[config.mk]
export PLATFORM = sky130hd
export DESIGN_NAME = i2c_eeprom_access_master
export DESIGN_NICKNAME = d
export VERILOG_FILES = /design/src/hw/rtl/i2cea_pkg.sv /design/src/hw/rtl/i2cea_seq.sv /design/src/hw/rtl/i2cea_outreg.sv /design/src/hw/rtl/i2c_eeprom_access_master.sv
export SDC_FILE = /design/constraint.sdc
export NUM_CORES = 1
export LEC_CHECK = 0
export ABC_AREA = 0
export BUFFER_PORTS_ARGS = -buffer_cell sky130_fd_sc_hd__buf_2
export CORE_UTILIZATION = 40
export DETAILED_ROUTE_END_ITERATION = 8
export HOLD_SLACK_MARGIN = 0.15
export PLACE_DENSITY = 0.63
export SYNTH_ARGS = -nofsm -noshare
export SYNTH_HDL_FRONTEND = slang
export SYNTH_SLANG_ARGS = --single-unit
[constraint.sdc]
create_clock -name clk -period 6.8 [get_ports clk]
set_input_delay 0 -clock clk [delete_from_list [all_inputs] [get_ports clk]]
set_output_delay 0 -clock clk [all_outputs]
set_load 0.05 [all_outputs]
[src/hw/rtl/i2cea_pkg.sv]
// Package for the EEPROM access I2C master: phase encoding, result item
// layout and configuration register indexes. No dependencies.
`timescale 1ns / 1ps

package i2cea_pkg;

	localparam int unsigned CFG_IDX_W = 1;
	localparam int unsigned S_TDATA_W = 24;
	localparam int unsigned M_TDATA_W = 16;

	typedef enum logic [CFG_IDX_W-1:0] {
		CFG_DEVICE_ADDRESS = 1'd0,
		CFG_ACK_WAIT_LIMIT = 1'd1
	} cfg_idx_t;

	localparam logic [6:0] DEVICE_ADDRESS_RST = 7'd80;
	localparam logic [7:0] ACK_WAIT_LIMIT_RST = 8'd25;

	// Byte selector values inside one transfer.
	localparam logic [1:0] SEL_DEVICE  = 2'd0;
	localparam logic [1:0] SEL_ADDRESS = 2'd1;
	localparam logic [1:0] SEL_THIRD   = 2'd2;

	localparam logic [3:0] BITS_PER_BYTE = 4'd8;

	typedef enum logic [4:0] {
		PH_IDLE      = 5'd0,
		PH_ST_SDAHI  = 5'd1,
		PH_ST_SCLHI  = 5'd2,
		PH_ST_SDALO  = 5'd3,
		PH_WB_SCLLO  = 5'd4,
		PH_WB_DATA   = 5'd5,
		PH_WB_SCLHI  = 5'd6,
		PH_WB_ENDLO  = 5'd7,
		PH_WB_REL    = 5'd8,
		PH_ACK_SCLHI = 5'd9,
		PH_ACK_WAIT  = 5'd10,
		PH_RB_SCLLO  = 5'd11,
		PH_RB_REL    = 5'd12,
		PH_RB_SCLHI  = 5'd13,
		PH_RB_SAMPLE = 5'd14,
		PH_SP_SDALO  = 5'd15,
		PH_SP_SCLHI  = 5'd16,
		PH_SP_SDAHI  = 5'd17
	} phase_t;

	typedef struct packed {
		logic       ack_missing;
		logic [7:0] read_value;
		logic       done_res;
		logic       busy_res;
		logic       sda_out;
		logic       scl_out;
	} res_t;

endpackage

[src/hw/rtl/i2cea_seq.sv]
// Bus sequencer of the EEPROM access I2C master: one phase step per accepted
// tick item, with the result of that tick. Depends on i2cea_pkg.
`timescale 1ns / 1ps

module i2cea_seq (
	input  logic              clk,
	input  logic              arst_n,
	input  logic              step,
	input  logic              go,
	input  logic              func,
	input  logic [7:0]        mem_address,
	input  logic [7:0]        write_value,
	input  logic              sda_in,
	input  logic [6:0]        device_address,
	input  logic [7:0]        ack_wait_limit,
	output i2cea_pkg::res_t   res
);
	import i2cea_pkg::*;

	phase_t     phase_q, phase_d;
	logic [1:0] byte_sel_q, byte_sel_d;
	logic [3:0] bit_count_q, bit_count_d;
	logic [7:0] shift_q, shift_d;
	logic [7:0] wait_q, wait_d;
	logic       is_read_q, is_read_d;
	logic [7:0] addr_q, addr_d;
	logic [7:0] value_q, value_d;
	logic [7:0] rx_byte_q, rx_byte_d;
	logic       nack_q, nack_d;
	logic       scl_q, scl_d;
	logic       sda_q, sda_d;
	logic       done_d;
	logic [3:0] bit_inc;
	logic [7:0] rx_shift;

	assign bit_inc  = bit_count_q + 4'd1;
	assign rx_shift = {shift_q[6:0], sda_in};

	// Next state.
	always_comb begin
		phase_d     = phase_q;
		byte_sel_d  = byte_sel_q;
		bit_count_d = bit_count_q;
		shift_d     = shift_q;
		wait_d      = wait_q;
		is_read_d   = is_read_q;
		addr_d      = addr_q;
		value_d     = value_q;
		rx_byte_d   = rx_byte_q;
		nack_d      = nack_q;
		scl_d       = scl_q;
		sda_d       = sda_q;
		done_d      = 1'b0;
		unique case (phase_q)
			PH_IDLE: begin
				if (go) begin
					is_read_d   = func;
					addr_d      = mem_address;
					value_d     = write_value;
					nack_d      = 1'b0;
					byte_sel_d  = SEL_DEVICE;
					bit_count_d = 4'd0;
					sda_d       = 1'b1;
					phase_d     = PH_ST_SCLHI;
				end
			end
			PH_ST_SDAHI: begin
				sda_d   = 1'b1;
				phase_d = PH_ST_SCLHI;
			end
			PH_ST_SCLHI: begin
				scl_d   = 1'b1;
				phase_d = PH_ST_SDALO;
			end
			PH_ST_SDALO: begin
				sda_d       = 1'b0;
				shift_d     = {device_address, byte_sel_q == SEL_THIRD};
				bit_count_d = 4'd0;
				phase_d     = PH_WB_SCLLO;
			end
			PH_WB_SCLLO: begin
				scl_d   = 1'b0;
				phase_d = PH_WB_DATA;
			end
			PH_WB_DATA: begin
				sda_d   = shift_q[7];
				shift_d = {shift_q[6:0], 1'b0};
				phase_d = PH_WB_SCLHI;
			end
			PH_WB_SCLHI: begin
				scl_d       = 1'b1;
				bit_count_d = bit_inc;
				phase_d     = (bit_inc >= BITS_PER_BYTE) ? PH_WB_ENDLO : PH_WB_SCLLO;
			end
			PH_WB_ENDLO: begin
				scl_d   = 1'b0;
				phase_d = PH_WB_REL;
			end
			PH_WB_REL: begin
				sda_d   = 1'b1;
				phase_d = PH_ACK_SCLHI;
			end
			PH_ACK_SCLHI: begin
				scl_d   = 1'b1;
				wait_d  = 8'd0;
				phase_d = PH_ACK_WAIT;
			end
			PH_ACK_WAIT: begin
				if (sda_in && (wait_q < ack_wait_limit)) begin
					wait_d = wait_q + 8'd1;
				end else begin
					if (sda_in) begin
						nack_d = 1'b1;
					end
					scl_d = 1'b0;
					// Choose the next byte; a read turns around with a repeated start.
					priority if (byte_sel_q == SEL_DEVICE) begin
						byte_sel_d  = SEL_ADDRESS;
						shift_d     = addr_q;
						bit_count_d = 4'd0;
						phase_d     = PH_WB_SCLLO;
					end else if (byte_sel_q == SEL_ADDRESS) begin
						byte_sel_d = SEL_THIRD;
						if (is_read_q) begin
							phase_d = PH_ST_SDAHI;
						end else begin
							shift_d     = value_q;
							bit_count_d = 4'd0;
							phase_d     = PH_WB_SCLLO;
						end
					end else begin
						phase_d = is_read_q ? PH_RB_SCLLO : PH_SP_SDALO;
					end
				end
			end
			PH_RB_SCLLO: begin
				scl_d   = 1'b0;
				phase_d = PH_RB_REL;
			end
			PH_RB_REL: begin
				sda_d       = 1'b1;
				bit_count_d = 4'd0;
				shift_d     = 8'd0;
				phase_d     = PH_RB_SCLHI;
			end
			PH_RB_SCLHI: begin
				scl_d   = 1'b1;
				phase_d = PH_RB_SAMPLE;
			end
			PH_RB_SAMPLE: begin
				shift_d     = rx_shift;
				scl_d       = 1'b0;
				bit_count_d = bit_inc;
				if (bit_inc >= BITS_PER_BYTE) begin
					rx_byte_d = rx_shift;
					phase_d   = PH_SP_SDALO;
				end else begin
					phase_d = PH_RB_SCLHI;
				end
			end
			PH_SP_SDALO: begin
				sda_d   = 1'b0;
				phase_d = PH_SP_SCLHI;
			end
			PH_SP_SCLHI: begin
				scl_d   = 1'b1;
				phase_d = PH_SP_SDAHI;
			end
			PH_SP_SDAHI: begin
				sda_d   = 1'b1;
				done_d  = 1'b1;
				phase_d = PH_IDLE;
			end
			default: begin
				phase_d = PH_IDLE;
			end
		endcase
	end

	// Result of this tick, taken from the updated state.
	always_comb begin
		res.scl_out     = scl_d;
		res.sda_out     = sda_d;
		res.busy_res    = (phase_d != PH_IDLE);
		res.done_res    = done_d;
		res.read_value  = rx_byte_d;
		res.ack_missing = nack_d;
	end

	always_ff @(posedge clk or negedge arst_n) begin
		if (!arst_n) begin
			phase_q     <= PH_IDLE;
			byte_sel_q  <= SEL_DEVICE;
			bit_count_q <= 4'd0;
			shift_q     <= 8'd0;
			wait_q      <= 8'd0;
			is_read_q   <= 1'b0;
			addr_q      <= 8'd0;
			value_q     <= 8'd0;
			rx_byte_q   <= 8'd0;
			nack_q      <= 1'b0;
			scl_q       <= 1'b1;
			sda_q       <= 1'b1;
		end else if (step) begin
			phase_q     <= phase_d;
			byte_sel_q  <= byte_sel_d;
			bit_count_q <= bit_count_d;
			shift_q     <= shift_d;
			wait_q      <= wait_d;
			is_read_q   <= is_read_d;
			addr_q      <= addr_d;
			value_q     <= value_d;
			rx_byte_q   <= rx_byte_d;
			nack_q      <= nack_d;
			scl_q       <= scl_d;
			sda_q       <= sda_d;
		end
	end

endmodule

[src/hw/rtl/i2cea_outreg.sv]
// Result register of the EEPROM access I2C master: holds one result item
// until the downstream side takes it. Depends on i2cea_pkg.
`timescale 1ns / 1ps

module i2cea_outreg (
	input  logic                               clk,
	input  logic                               arst_n,
	input  logic                               load,
	input  i2cea_pkg::res_t                    res,
	output logic                               free,
	output logic                               m_tvalid,
	input  logic                               m_tready,
	output logic [i2cea_pkg::M_TDATA_W-1:0]    m_tdata
);
	import i2cea_pkg::*;

	logic valid_q;
	res_t res_q;

	// A new item may enter while the held one leaves in the same cycle.
	assign free     = !valid_q || m_tready;
	assign m_tvalid = valid_q;
	assign m_tdata  = {{(M_TDATA_W - $bits(res_t)){1'b0}}, res_q};

	always_ff @(posedge clk or negedge arst_n) begin
		if (!arst_n) begin
			valid_q <= 1'b0;
		end else if (load) begin
			valid_q <= 1'b1;
		end else if (m_tready) begin
			valid_q <= 1'b0;
		end
	end

	always_ff @(posedge clk) begin
		if (load) begin
			res_q <= res;
		end
	end

endmodule

[src/hw/rtl/i2c_eeprom_access_master.sv]
// Tick-driven I2C master for byte write and random read of a serial EEPROM.
// Each accepted tick item gives its result item from the result register in the
// cycle after it is accepted; one item per cycle is sustained while the output is taken.
// Reset (arst_n low) returns the sequencer to idle with both lines released
// and the configuration registers to address 80 and wait limit 25.
`timescale 1ns / 1ps

module i2c_eeprom_access_master (
	input  logic                               clk,
	input  logic                               arst_n,
	input  logic                               s_tvalid,
	output logic                               s_tready,
	// Fields from bit 0: go, mem_address[7:0], write_value[7:0], sda_in.
	input  logic [i2cea_pkg::S_TDATA_W-1:0]    s_tdata,
	// Fields from bit 0: func.
	input  logic                               s_tuser,
	output logic                               m_tvalid,
	input  logic                               m_tready,
	// Fields from bit 0: scl_out, sda_out, busy_res, done_res,
	// read_value[7:0], ack_missing.
	output logic [i2cea_pkg::M_TDATA_W-1:0]    m_tdata,
	input  logic                               cfg_valid,
	output logic                               cfg_ready,
	input  logic [i2cea_pkg::CFG_IDX_W-1:0]    cfg_index,
	input  logic [7:0]                         cfg_data
);
	import i2cea_pkg::*;

	logic [6:0] device_address_q;
	logic [7:0] ack_wait_limit_q;
	logic       free;
	logic       step;
	res_t       res;

	assign cfg_ready = 1'b1;
	assign s_tready  = free;
	assign step      = s_tvalid && free;

	always_ff @(posedge clk or negedge arst_n) begin
		if (!arst_n) begin
			device_address_q <= DEVICE_ADDRESS_RST;
			ack_wait_limit_q <= ACK_WAIT_LIMIT_RST;
		end else if (cfg_valid) begin
			unique case (cfg_index)
				CFG_DEVICE_ADDRESS: device_address_q <= cfg_data[6:0];
				CFG_ACK_WAIT_LIMIT: ack_wait_limit_q <= cfg_data;
				default: begin
				end
			endcase
		end
	end

	i2cea_seq u_seq (
		.clk            (clk),
		.arst_n         (arst_n),
		.step           (step),
		.go             (s_tdata[0]),
		.func           (s_tuser),
		.mem_address    (s_tdata[8:1]),
		.write_value    (s_tdata[16:9]),
		.sda_in         (s_tdata[17]),
		.device_address (device_address_q),
		.ack_wait_limit (ack_wait_limit_q),
		.res            (res)
	);

	i2cea_outreg u_outreg (
		.clk      (clk),
		.arst_n   (arst_n),
		.load     (step),
		.res      (res),
		.free     (free),
		.m_tvalid (m_tvalid),
		.m_tready (m_tready),
		.m_tdata  (m_tdata)
	);

endmodule
[Word-level counts from Yosys, hierarchy flattened]
Index checks and enable logic that the tools add are counted.
Storage, ports and cells
  output and inout bits: 19
  flip-flop bits (word level): 84
  input port bits: 39
  word-level logic and storage cells: 115
Operators by class
  add/subtract/negate cells: 2
  reduce and logical (&&, ||, !) cells: 25
  eq/ne operators: 24
  muxes and demuxes: 40
  $lt $le $gt $ge: 2
  bitwise gates (word level): 1
Operators by type and width (number)
  $pmux W5 S17: 1
  $mux W8: 7
  $eq A5 B4 Y1 const B: 8
  $pmux W8 S5: 1
  $eq A5 B3 Y1 const B: 4
  $mux W4: 5
  $mux W5: 4
  $pmux W4 S4: 1
  $pmux W8 S2: 1
  $mux W2: 6
  $eq A5 B2 Y1 const B: 2
  $eq A5 B5 Y1 const B: 2
  $reduce_and A5 Y1: 2
  $reduce_bool A5 Y1: 2
  $add A8 B1 Y8 const B: 1
  $lt A8 B8 Y1: 1
  $mux W1: 8
  $reduce_or A4 Y1: 2
  $mux W3: 2
  $reduce_and A3 Y1: 2
  $reduce_and A6 Y1: 1
  $reduce_bool A2 Y1: 3
  $reduce_or A2 Y1: 3
  $eq A5 B1 Y1 const B: 1
  21 further kinds: 24

[Depth between registers and ports, before layout]
Gate-level depths: netlist (run 1).
  depth after elaboration: 6
  depth in mapped cells: 8
  gate-level depth less buffers: 7

[Modules after synthesis]
From an unflattened synthesis (run 1), not the netlist that was laid out.
Unflattened totals
  cells, all modules: 412
  area, all modules: 4620.7 um^2
By module, submodules not included
  i2cea_seq: area each 3530.9 um^2, times used 1, seq. area each 1378.8 um^2, cells an instance 356
  i2c_eeprom_access_master: area each 625.6 um^2, times used 1, seq. area each 381.6 um^2, cells an instance 36
  i2cea_outreg: area each 464.2 um^2, times used 1, seq. area each 415.4 um^2, cells an instance 20

[Worst setup path before layout (run 1)]
Ideal clock, no wire load.
  path type: flip-flop to flip-flop
  from: reg u_outreg.valid_q (netlist: u_outreg.m_tvalid)
  to: reg u_seq.shift_q[1]
  setup time: 125 ps
  clock period less this slack: 2333 ps
  cell stages (with the launch flop): 6
  buffers on the path: 0
  path slack: 4467 ps
  arrival: 2208 ps
  cell sequence: dfrtp_1 nand2b_2 o2111ai_1 or4_4 a21oi_4 mux2_4
On the way
  longest elaborated chain between the ends: 4
RTL lines
  start, declared: RTL line i2cea_outreg.sv:17  | logic valid_q;
  start signal, assigned: RTL line i2cea_outreg.sv:27  | valid_q <= 1'b0;
  start signal, assigned: RTL line i2cea_outreg.sv:29  | valid_q <= 1'b1;
  start signal, assigned: RTL line i2cea_outreg.sv:31  | valid_q <= 1'b0;
  $logic_not A1 Y1: RTL line i2cea_outreg.sv:21  | assign free = !valid_q || m_tready;
  $logic_or A1 B1 Y1: RTL line i2cea_outreg.sv:21
  net s_tready: RTL line i2c_eeprom_access_master.sv:12  | output logic s_tready,
  $logic_and A1 B1 Y1: RTL line i2c_eeprom_access_master.sv:37  | assign step = s_tvalid && free;
  $reduce_and A5 Y1 (no line)
  end signal, assigned: RTL line i2cea_seq.sv:208  | shift_q <= shift_d;
  end, declared: RTL line i2cea_seq.sv:23  | logic [7:0] shift_q, shift_d;
The timed path passes the listed nets, and every way through them passes these cells.
A chain may end at the register's enable or synchronous reset.

[Final worst setup path (run 1)]
  from: reg u_outreg.valid_q (netlist: u_outreg.m_tvalid)
  to: reg u_seq.rx_byte_q[4]
On the way
  longest elaborated chain between the ends: 3
RTL lines
  $logic_not A1 Y1: RTL line i2cea_outreg.sv:21
  $logic_or A1 B1 Y1: RTL line i2cea_outreg.sv:21
  $logic_and A1 B1 Y1: RTL line i2c_eeprom_access_master.sv:37
  end signal, assigned: RTL line i2cea_seq.sv:213  | rx_byte_q <= rx_byte_d;
  end, declared: RTL line i2cea_seq.sv:28  | logic [7:0] rx_byte_q, rx_byte_d;
No other way between the ends.

==> impl_results.md, run 1 <==
- Gate Count Post-Synth: 402
- Root buffer cell: clkbuf_16
- Max Clk Rate: 386 MHz
- Vias: 3319
- Sequential share of power: 0.401
- Initial antenna violation count: 0
- Worst reg2reg startpoint: u_outreg.m_tvalid
- I/O pin count: 58
- Netlist Area Pre-Place: 0.00453 sq mm
- Worst Hold Class: in -> reg
- CP Class: reg -> reg
- Yosys reg bits: 84
- Leak: 2.45 nW
- Post-synth top flop: dfrtp_1
- Hold Path Origin: cfg_index
- Worst-path cell chain: nand2b_2 > nand2_1 > inv_1 > nand3_1 > mux2_2
- MaxCap Viol Count: 0
- R2r worst-path depth: 5
- Vias per cell: 5.39
- Initial DRT Pass Iterations: 4
- Crit. End Element: flip-flop
- Area leader, netlist: dfrtp_1
- Site Rows: 38
- Flop2flop setup slack: 4.21 ns
- Post-Route WL: 9540 um
- Ranking of synthesized cells by area: dfrtp_1, mux2_2, edfxtp_1
- Largest net degree at the start of global routing: 72
- Wire per inst: 15.5 um
- DRC viols: 0
- DR iter-0 viols: 115
- Syn Area/Cell: 11.3 sq um
- Register area share after synthesis: 0.480
- GRT Total Usage: 0.177
- CTS tree: built
- Slew Viols, Final: 0
- Critical path launch point type: flip-flop
- Top delay family on crit path: simple AND/OR/NAND/NOR gates
- Slew @ Worst Pin: 0.935 ns
- Layout Nets: 519
- IO Port Bufs: 47
- Core area: 0.0109 sq mm
- NetSw: 0.724 mW
- Max-slew headroom: 0.376
- Worst Setup SP: u_outreg.m_tvalid
- Hold depth: 3
- Synth unique cells: 76
- Routed Antenna Nets: 0
- Critical Path Max Stage Delay: 0.79 ns
- Sw Share: 0.357
- H-tree depth: 3
- Tmin final: 2.59 ns
- Arr. time, crit path: 2.81 ns
- Hold Vio Cnt, Final: 0
- Reg-to-Reg End: u_seq.rx_byte_q[4]
- Final setup violation count: 0
- CP bufs+invs: 1
- Chip Width: 108 um
- First-pass GRT wire length: 16000 um
- Hold Path End: device_address_q[0]
- Worst setup margin: 4.21 ns
- Starting Density: 0.414
- Vias in the first global route: 3299
- # clock sinks: 84
- Int Pwr: 1.30 mW
- Die height: 108 um
- Peak VDD IR: 0.160 mV
- Pwr dens: 371 mW/mm^2
- Crit path required time: 7.02 ns
- Critical path's slowest cell: inv_1
- Clk slew on worst S/H paths: 0.06 ns
- RSZ-0062 raised after global routing: false
- Placer's final routability congestion estimate: 0.841
- Detailed Place HPWL: 6440 um
- Die area: 0.0118 sq mm
- Clock share of power: 0.270
- CTS Buf Count: 9
- Status: completed
- Synthesis-to-finish area growth: 20.7%
- Clock skew: 0.00676 ns
- Latest clock arrival within the worst-skew pair: 0.34 ns
- Total gr overflow: 0
- YS warnings: 0
- Synth async-reset ratio: 0.845
- Tcrit/Tclk final: 0.381
- Number of synthesized flops with an enable pin: 13
- ANT cells: 0
- Crit Path Max Fanout: 24
- Clock Tree Buf Depth: 2
- Pre-CTS setup slack: 4.14 ns
- Combinational power share: 0.329
- Top-area cell type share of the netlist area: 0.353
- Layout cells sized above 1: 0.307
- Final setup TNS: 0 ns
layer usage:
metal	GRT usage	share of wire	up-vias
li1	-	-	1619
met1	0.241	0.47	1612
met2	0.278	0.47	75
met3	0.0332	0.044	13
met4	0.0676	0.015	0
met5	0	0	-
worst max path at each step:
stage	slack, ns	cells past startpoint	endpoint
2_1_floorplan	4.47	5	u_seq.shift_q[1]
3_3_place_gp	4.20	5	u_seq.rx_byte_q[5]
3_5_place_dp	4.14	5	u_seq.rx_byte_q[4]
4_1_cts	4.16	5	u_seq.rx_byte_q[4]
5_1_grt	3.98	5	u_seq.rx_byte_q[5]
6_report	4.21	5	u_seq.rx_byte_q[4]
synth_stat cells, types with 5 or more instances:
library cell	count
mux2_4	7
clkbuf_1	9
dfstp_2	7
nand2_1	30
nor2_1	15
a21oi_1	29
nand3_1	8
mux2_2	49
nand2b_1	5
edfxtp_1	13
ha_1	9
nor3_1	5
inv_1	20
a31oi_1	6
buf_2	5
buf_4	6
dfrtp_1	64
a221o_1	8
o21ai_0	11
and3_1	6
area by class of cell:
cell class	count	area [sq um]
clock buffers	13	293
clock inverters	3	47.5
fillers	1006	5470
inverters	22	82.6
multi-input cells	276	2150
flip-flops and latches	84	2180
well taps	140	175
repair buffers	78	543
stage by stage:
step                      power (mW)  utilization  std cells  cell area [sq um]  hold slack [ns]
after floorplan                 1.33            -        404               4540           -0.296
after global placement          1.45        0.442        570               4830            0.217
after detailed placement        1.47        0.442        570               4830            0.224
after CTS                       2.04        0.500        616               5470            0.166
after global routing            2.16        0.500        616               5470            0.198
final                           2.03        0.500        616               5470            0.173
sequential cells by signal (all words and copies together), names as in the netlist, 2 cells and up:
name and flops:
u_seq.wait_q 8, u_seq.byte_sel_q 2, ack_wait_limit_q 8, u_seq.rx_byte_q 8, u_seq.addr_q 8, u_outreg.m_tdata 13
u_seq.value_q 8, u_seq.bit_count_q 4, u_seq.phase_q 5, u_seq.shift_q 8, device_address_q 7
power groups by stage:
| stage | Clock [mW] | Combinational, mW | Sequential (mW) |
|---|---|---|---|
| finish | 0.547 | 0.667 | 0.814 |
| global route | 0.575 | 0.742 | 0.840 |
| CTS | 0.559 | 0.667 | 0.811 |
| detailed placement | 0 | 0.649 | 0.820 |
| global placement | 0 | 0.637 | 0.816 |
| floorplan | 0 | 0.582 | 0.751 |
cell usage in the layout, fill, tap and decap left out, drive strengths merged, types with 7 or more instances in the layout:
master / instances
clkbuf: 13
o21ai: 14
ha: 9
a21oi: 31
buf: 48
nand3: 8
dfrtp: 64
a221o: 8
inv: 24
nand2b: 7
dfstp: 7
nand2: 31
dlygate4sd3: 30
edfxtp: 13
nor2: 17
mux2: 58
and3: 7
worst min-delay path, cell delays in order:
cell,delay (ns)
buf_2,0.09
nor2b_1,0.13
mux2_2,0.26
timing repair:
item,in CTS,in global routing
hold buffers,30,0
resized for setup,0,0
endpoints found under the hold margin,102,0
buffers inserted,0,0
cell families (layout without fill, tap and decap cells):
group	after synthesis	after routing	synth area share
AO/OA/AOI/OAI	97	97	0.153
XOR/XNOR	3	3	0.00580
adder cells (fa/ha/maj)	10	10	0.0271
buffers and inverters	44	116	0.0461
flip-flops	84	84	0.480
multiplexers	61	61	0.157
other	2	4	0.00166
AND/OR/NAND/NOR	101	101	0.129
Power figures use the tool's default switching activity.
==> inputs of run 2 (changes only) <==
--- a/config.mk
+++ b/config.mk
@@ -5,12 +5,12 @@
 export SDC_FILE = /design/constraint.sdc
 export NUM_CORES = 1
 export LEC_CHECK = 0
-export ABC_AREA = 0
+export ABC_AREA = 1
 export BUFFER_PORTS_ARGS = -buffer_cell sky130_fd_sc_hd__buf_2
 export CORE_UTILIZATION = 40
 export DETAILED_ROUTE_END_ITERATION = 8
 export HOLD_SLACK_MARGIN = 0.15
-export PLACE_DENSITY = 0.63
+export PLACE_DENSITY = 0.65
 export SYNTH_ARGS = -nofsm -noshare
 export SYNTH_HDL_FRONTEND = slang
 export SYNTH_SLANG_ARGS = --single-unit
==> constraint.sdc (replaced) <==
create_clock -name clk -period 2.35 [get_ports clk]
set_input_delay 0 -clock clk [delete_from_list [all_inputs] [get_ports clk]]
set_output_delay 0 -clock clk [all_outputs]
set_load 0.05 [all_outputs]
==> impl_results.md, run 2 <==
- Mux contribution to synthesized area: 0.0280
- Post-synth top flop: dfrtp_1
- Slew Viols, Final: 0
- Post-synthesis xor/xnor area fraction: 0.0119
- Routed Antenna Nets: 0
- Crit path required time: 2.65 ns
- CP Class: reg -> reg
- Clock Tree Buf Depth: 2
- Yosys reg bits: 84
- # clock sinks: 84
- Gate Count Post-Synth: 538
- Die area: 0.0115 sq mm
- Post-Route WL: 10000 um
- Placer's final routability congestion estimate: 0.894
- Detailed Place HPWL: 7170 um
- Area leader, netlist: dfrtp_1
- Max FFs per register: 13
- Site Rows: 38
- Synth unique cells: 35
- Wire per inst: 13.0 um
- Die height: 107 um
- Core area: 0.0108 sq mm
- YS warnings: 0
- Leak: 2.59 nW
- Chip Width: 107 um
- Pwr dens: 1000 mW/mm^2
- Largest family of logic cells by synthesized area: simple AND/OR/NAND/NOR gates
- Synth Area in Compound Gates: 0.101
- Post-Synth Adder-Cell Area: 0.0254
- Count leader, synth: nand2_1
- Worst Hold Class: in -> reg
- Most frequent cells in the layout: nand2_1, dfrtp_1, inv_1
- Crit. End Element: flip-flop
- First-pass GRT wire length: 17000 um
- Final setup TNS: 0 ns
- Synthesis-to-finish area growth: 20.6%
- NetSw: 2.24 mW
- Synth async-reset ratio: 0.845
- Netlist Area Pre-Place: 0.00443 sq mm
- Arr. time, crit path: 2.42 ns
- Simple-gate share of the synthesized area: 0.262
- Clock skew: 0.0101 ns
- Tmin final: 2.12 ns
- Vias: 3685
- GRT Total Usage: 0.189
- Critical path launch point type: flip-flop
- Root buffer cell: clkbuf_8
- Final setup violation count: 0
- Flop2flop setup slack: 0.23 ns
- RSZ-0062 raised after global routing: false
- Most common cell after layout, fill and taps aside: nand2_1
- Worst setup margin: 0.226 ns
- ANT cells: 0
- Initial antenna violation count: 0
- Latest clock arrival within the worst-skew pair: 0.36 ns
- Sequential share of power: 0.417
- CTS tree: built
- Clock share of power: 0.185
- Initial DRT Pass Iterations: 4
- I/O pin count: 58
- IO Port Bufs: 47
- Starting Density: 0.411
- Pre-CTS setup slack: 0.292 ns
- MaxCap Viol Count: 0
- DR iter-0 viols: 207
- H-tree depth: 3
- Ranking of synthesized cells by area: dfrtp_1, nand2_1, edfxtp_1
- Status: completed
- Clk slew on worst S/H paths: 0.09 ns
- Vias per cell: 4.79
- Layout cells sized above 1: 0.198
- Top-area cell type share of the netlist area: 0.361
- Synth top cells by count: nand2_1, dfrtp_1, inv_1
- Register area share after synthesis: 0.491
- Int Pwr: 3.10 mW
- Hold Vio Cnt, Final: 0
- Combinational power share: 0.398
- Layout Nets: 673
- Largest net degree at the start of global routing: 37
- Vias in the first global route: 3590
- CTS Buf Count: 9
- Number of synthesized flops with an enable pin: 13
- Sw Share: 0.419
- Peak VDD IR: 0.431 mV
- Max Clk Rate: 471 MHz
- Post_cts resized: 0
- DRC viols: 0
- Total gr overflow: 0
- Syn Area/Cell: 8.24 sq um
- Crit Path Max Fanout: 6
- Tcrit/Tclk final: 0.904
## run 2: cells by family (layout without fill, tap and decap cells)
logic type / count (synthesis) / in the layout
simple gates: 270 / 270
compound gates: 76 / 76
other cells: 2 / 4
buf+inv: 80 / 170
mux: 11 / 11
xor+xnor: 6 / 6
fa+ha+maj: 9 / 9
flops: 84 / 84
## run 2: per-stage QoR
stage	std cells	power, mW	cell area (sq um)	utilization	hold WS (ns)
final	770	5.34	5340	0.495	0.171
after global placement	721	4.25	4820	0.446	-0.174
after detailed placement	721	4.30	4820	0.446	-0.172
after CTS	770	5.35	5340	0.495	0.162
after global routing	770	5.75	5340	0.495	0.217
after floorplan	540	3.77	4440	-	-0.296
## run 2: critical path: stages, from the launching register on
cell           delay (ns)
dfrtp_1              0.45
nor2_1               0.34
inv_1                0.11
nor2_2               0.16
buf_4                0.15
o21ai_0              0.07
nand4_1              0.13
nand2_1              0.06
nand2_1              0.06
dlygate4sd3_1        0.54
## run 2: metal layers
layer | vias to the layer above | global-route usage | share of wire
met2 | 79 | 0.312 | 0.47
li1 | 1885 | - | -
met5 | - | 0 | 0
met1 | 1712 | 0.253 | 0.48
met3 | 9 | 0.0298 | 0.036
met4 | 0 | 0.0646 | 0.014
## run 2: area by class of cell
class                      count  area [sq um]
sequential                    84          2180
timing repair buffer          91           648
clock inverter                 7          68.8
clock buffer                   9           124
fill                         990          5450
multi-input combinational    376          1910
inverter                      63           236
tap                          140           175
## run 2: repair_timing
| action | in CTS | in global routing |
|---|---|---|
| buffers inserted | 0 | 0 |
| endpoints found under the hold margin | 116 | 0 |
| hold buffers | 33 | 0 |
## run 2: power groups by stage
| stage | sequential, mW | clock, mW | combinational, mW |
|---|---|---|---|
| 6_report | 2.23 | 0.988 | 2.12 |
| 5_1_grt | 2.28 | 1.08 | 2.40 |
| 4_1_cts | 2.22 | 1.02 | 2.11 |
| 3_5_place_dp | 2.25 | 0 | 2.05 |
| 3_3_place_gp | 2.24 | 0 | 2.01 |
| 2_1_floorplan | 2.29 | 0 | 1.48 |
## run 2: final timing paths
| check | start | cells past startpoint | endpoint |
|---|---|---|---|
| max | u_seq.phase_q[0] | 9 | u_seq.sda_q |
| max reg2reg | u_seq.phase_q[0] | 9 | u_seq.sda_q |
| min | cfg_valid | 4 | device_address_q[6] |
| max in group asynchronous | arst_n | 3 | u_seq.wait_q[4] |
| min reg2reg | u_seq.scl_q | 2 | u_seq.scl_q |
| min in group asynchronous | arst_n | 3 | u_seq.value_q[2] |
==> inputs of run 3 (changes only) <==
--- a/config.mk
+++ b/config.mk
@@ -7,10 +7,11 @@
 export LEC_CHECK = 0
 export ABC_AREA = 1
 export BUFFER_PORTS_ARGS = -buffer_cell sky130_fd_sc_hd__buf_2
-export CORE_UTILIZATION = 40
+export CORE_UTILIZATION = 52
 export DETAILED_ROUTE_END_ITERATION = 8
 export HOLD_SLACK_MARGIN = 0.15
-export PLACE_DENSITY = 0.65
+export PLACE_DENSITY = 0.8
+export SLEW_MARGIN = 5
 export SYNTH_ARGS = -nofsm -noshare
 export SYNTH_HDL_FRONTEND = slang
 export SYNTH_SLANG_ARGS = --single-unit
==> impl_results.md, run 3 (synthesis gave the netlist of run 2 again) <==
- DR iter-0 viols: 224
- I/O pin count: 58
- Die area: 0.00889 sq mm
- Slew Viols, Final: 0
- Chip Width: 94.3 um
- Fillers: 670
- Crit path required time: 2.60 ns
- Routed Antenna Nets: 0
- Initial DRT Pass Iterations: 5
- Detailed Place HPWL: 6880 um
- Latest clock arrival within the worst-skew pair: 0.36 ns
- Max FFs per register: 13
- Critical path launch point type: flip-flop
- Vias: 3776
- CP Class: reg -> reg
- Pwr dens: 1010 mW/mm^2
- Critical Path Max Stage Delay: 0.56 ns
- Wire per inst: 13.7 um
- Die height: 94.3 um
- Arr. time, crit path: 2.42 ns
- Pwr Total: 5.33 mW
- Layout cells sized above 1: 0.195
- DR WL met2: 4940 um
- Synthesis-to-finish area growth: 19.2%
- Slew @ Worst Pin: 0.559 ns
- Sequential share of power: 0.418
- Placed cell area: 0.00476 sq mm
- Worst Hold Class: in -> async
- Worst-path cell chain: inv_1 > ha_1 > a21oi_1 > nand2_1 > nand2_1 > nand2_1 > nand2_1 > a31oi_1 > dlygate4sd3_1
- First-pass GRT wire length: 16900 um
- Total gr overflow: 0
- Finished Core Util: 0.643
- Placer's final routability congestion estimate: 0.886
- Multi-input logic area: 0.00191 sq mm
- Clock share of power: 0.188
- Leak: 2.58 nW
- Tcrit/Tclk final: 0.926
- Max Clk Rate: 460 MHz
- Final setup violation count: 0
- Post-CTS Setup Bufs: 0
- Routed length on met3: 406 um
- Post-Route WL: 10000 um
- Finished Cell Area: 0.00528 sq mm
- CTS tree: built
- M1 WL: 4430 um
- Largest net degree at the start of global routing: 61
- Crit. End Element: flip-flop
- Root buffer cell: clkbuf_8
- Most common cell after layout, fill and taps aside: nand2_1
- Uppermost routed layer: met4
- MaxCap Viol Count: 0
- Site Rows: 33
- Initial antenna violation count: 0
- Cell repeated most along the worst path: nand2_1
- Tmin final: 2.18 ns
- Peak VDD IR: 0.557 mV
- Vias per cell: 5.16
- Max-slew headroom: 0.626
- Hold Vio Cnt, Final: 0
- Final setup TNS: 0 ns
- Combinational power share: 0.394
- NetSw: 2.23 mW
- Clock skew: 0.00938 ns
- Clk slew on worst S/H paths: 0.10 ns
- Layout Nets: 670
- CP bufs+invs: 2
- Register Area: 0.00218 sq mm
- Sw Share: 0.419
- CTS Buf Count: 9
- ANT cells: 0
- Vias in the first global route: 3700
- Core area: 0.00822 sq mm
- Status: completed
- Int Pwr: 3.10 mW
- Most frequent cells in the layout: nand2_1, dfrtp_1, inv_1
- Clock Tree Buf Depth: 2
- # clock sinks: 84
- DRC viols: 0
- GRT Total Usage: 0.251
- H-tree depth: 3
- Critical path's slowest cell: dlygate4sd3_1
- Crit Path Max Fanout: 3
- RSZ-0062 raised after global routing: false
- IO Port Bufs: 47
- Top delay family on crit path: buffers and inverters
- Starting Density: 0.539
==> run 3: cell count changes in the layout (fill, tap and decap cells not counted), sizes merged <==
cell	before	now
buf	58	55
clkinv	3	1
inv	65	67
==> run 3: path summary, 6_finish.rpt <==
kind | startpoint | end | slack (ns) | cells after the start
min in group clk | cfg_valid | device_address_q[6] | 0.22 | 3
hold reg to reg | u_seq.scl_q | u_seq.scl_q | 0.47 | 2
setup / recovery | ack_wait_limit_q[3] | u_seq.nack_q | 0.17 | 9
setup reg to reg | ack_wait_limit_q[3] | u_seq.nack_q | 0.17 | 9
max in group asynchronous | arst_n | u_seq.phase_q[1] | 1.24 | 3
hold / removal | arst_n | ack_wait_limit_q[7] | 0.18 | 3
==> run 3: through the flow <==
step                      instances  hold slack, ns  setup WS (ns)
after global placement          683          -0.100          0.374
after CTS                       732           0.184          0.193
after floorplan                 540          -0.296         0.0652
after detailed placement        683         -0.0875          0.312
final                           732           0.184          0.174
after global routing            732           0.226         0.0930
==> run 3: worst min-delay path, delay by kind of cell <==
kind                   cells  cell delay, ns
buffers and inverters      3            0.95
==> run 3: cell type report <==
type | instances | area share
Inverter | 63 | 0.0448
Tap cell | 105 | 0.0249
Multi-Input combinational cell | 376 | 0.362
Clock buffer | 9 | 0.0234
Timing Repair Buffer | 88 | 0.121
Clock inverter | 7 | 0.0121
Sequential cell | 84 | 0.412
==> run 3: what timing repair did <==
| action | 4_1_cts | 5_1_grt |
|---|---|---|
| endpoints found under the setup margin | 0 | 0 |
| hold buffers | 33 | 0 |
| hold endpoints to repair | 115 | 0 |
| resized for setup | 0 | 0 |
==> run 3: power groups by stage <==
| stage | sequential [mW] | combinational, mW | clock, mW |
|---|---|---|---|
| 2_1_floorplan | 2.29 | 1.48 | 0 |
| 3_3_place_gp | 2.24 | 1.98 | 0 |
| 3_5_place_dp | 2.25 | 2.03 | 0 |
| 4_1_cts | 2.22 | 2.09 | 1.02 |
| 5_1_grt | 2.28 | 2.38 | 1.08 |
| 6_report | 2.23 | 2.10 | 1.00 |
==> run 3: per-layer routing <==
metal	track usage	vias to the layer above
met5	0	-
met3	0.0461	20
li1	-	1883
met4	0.109	0
met2	0.418	113
met1	0.321	1760
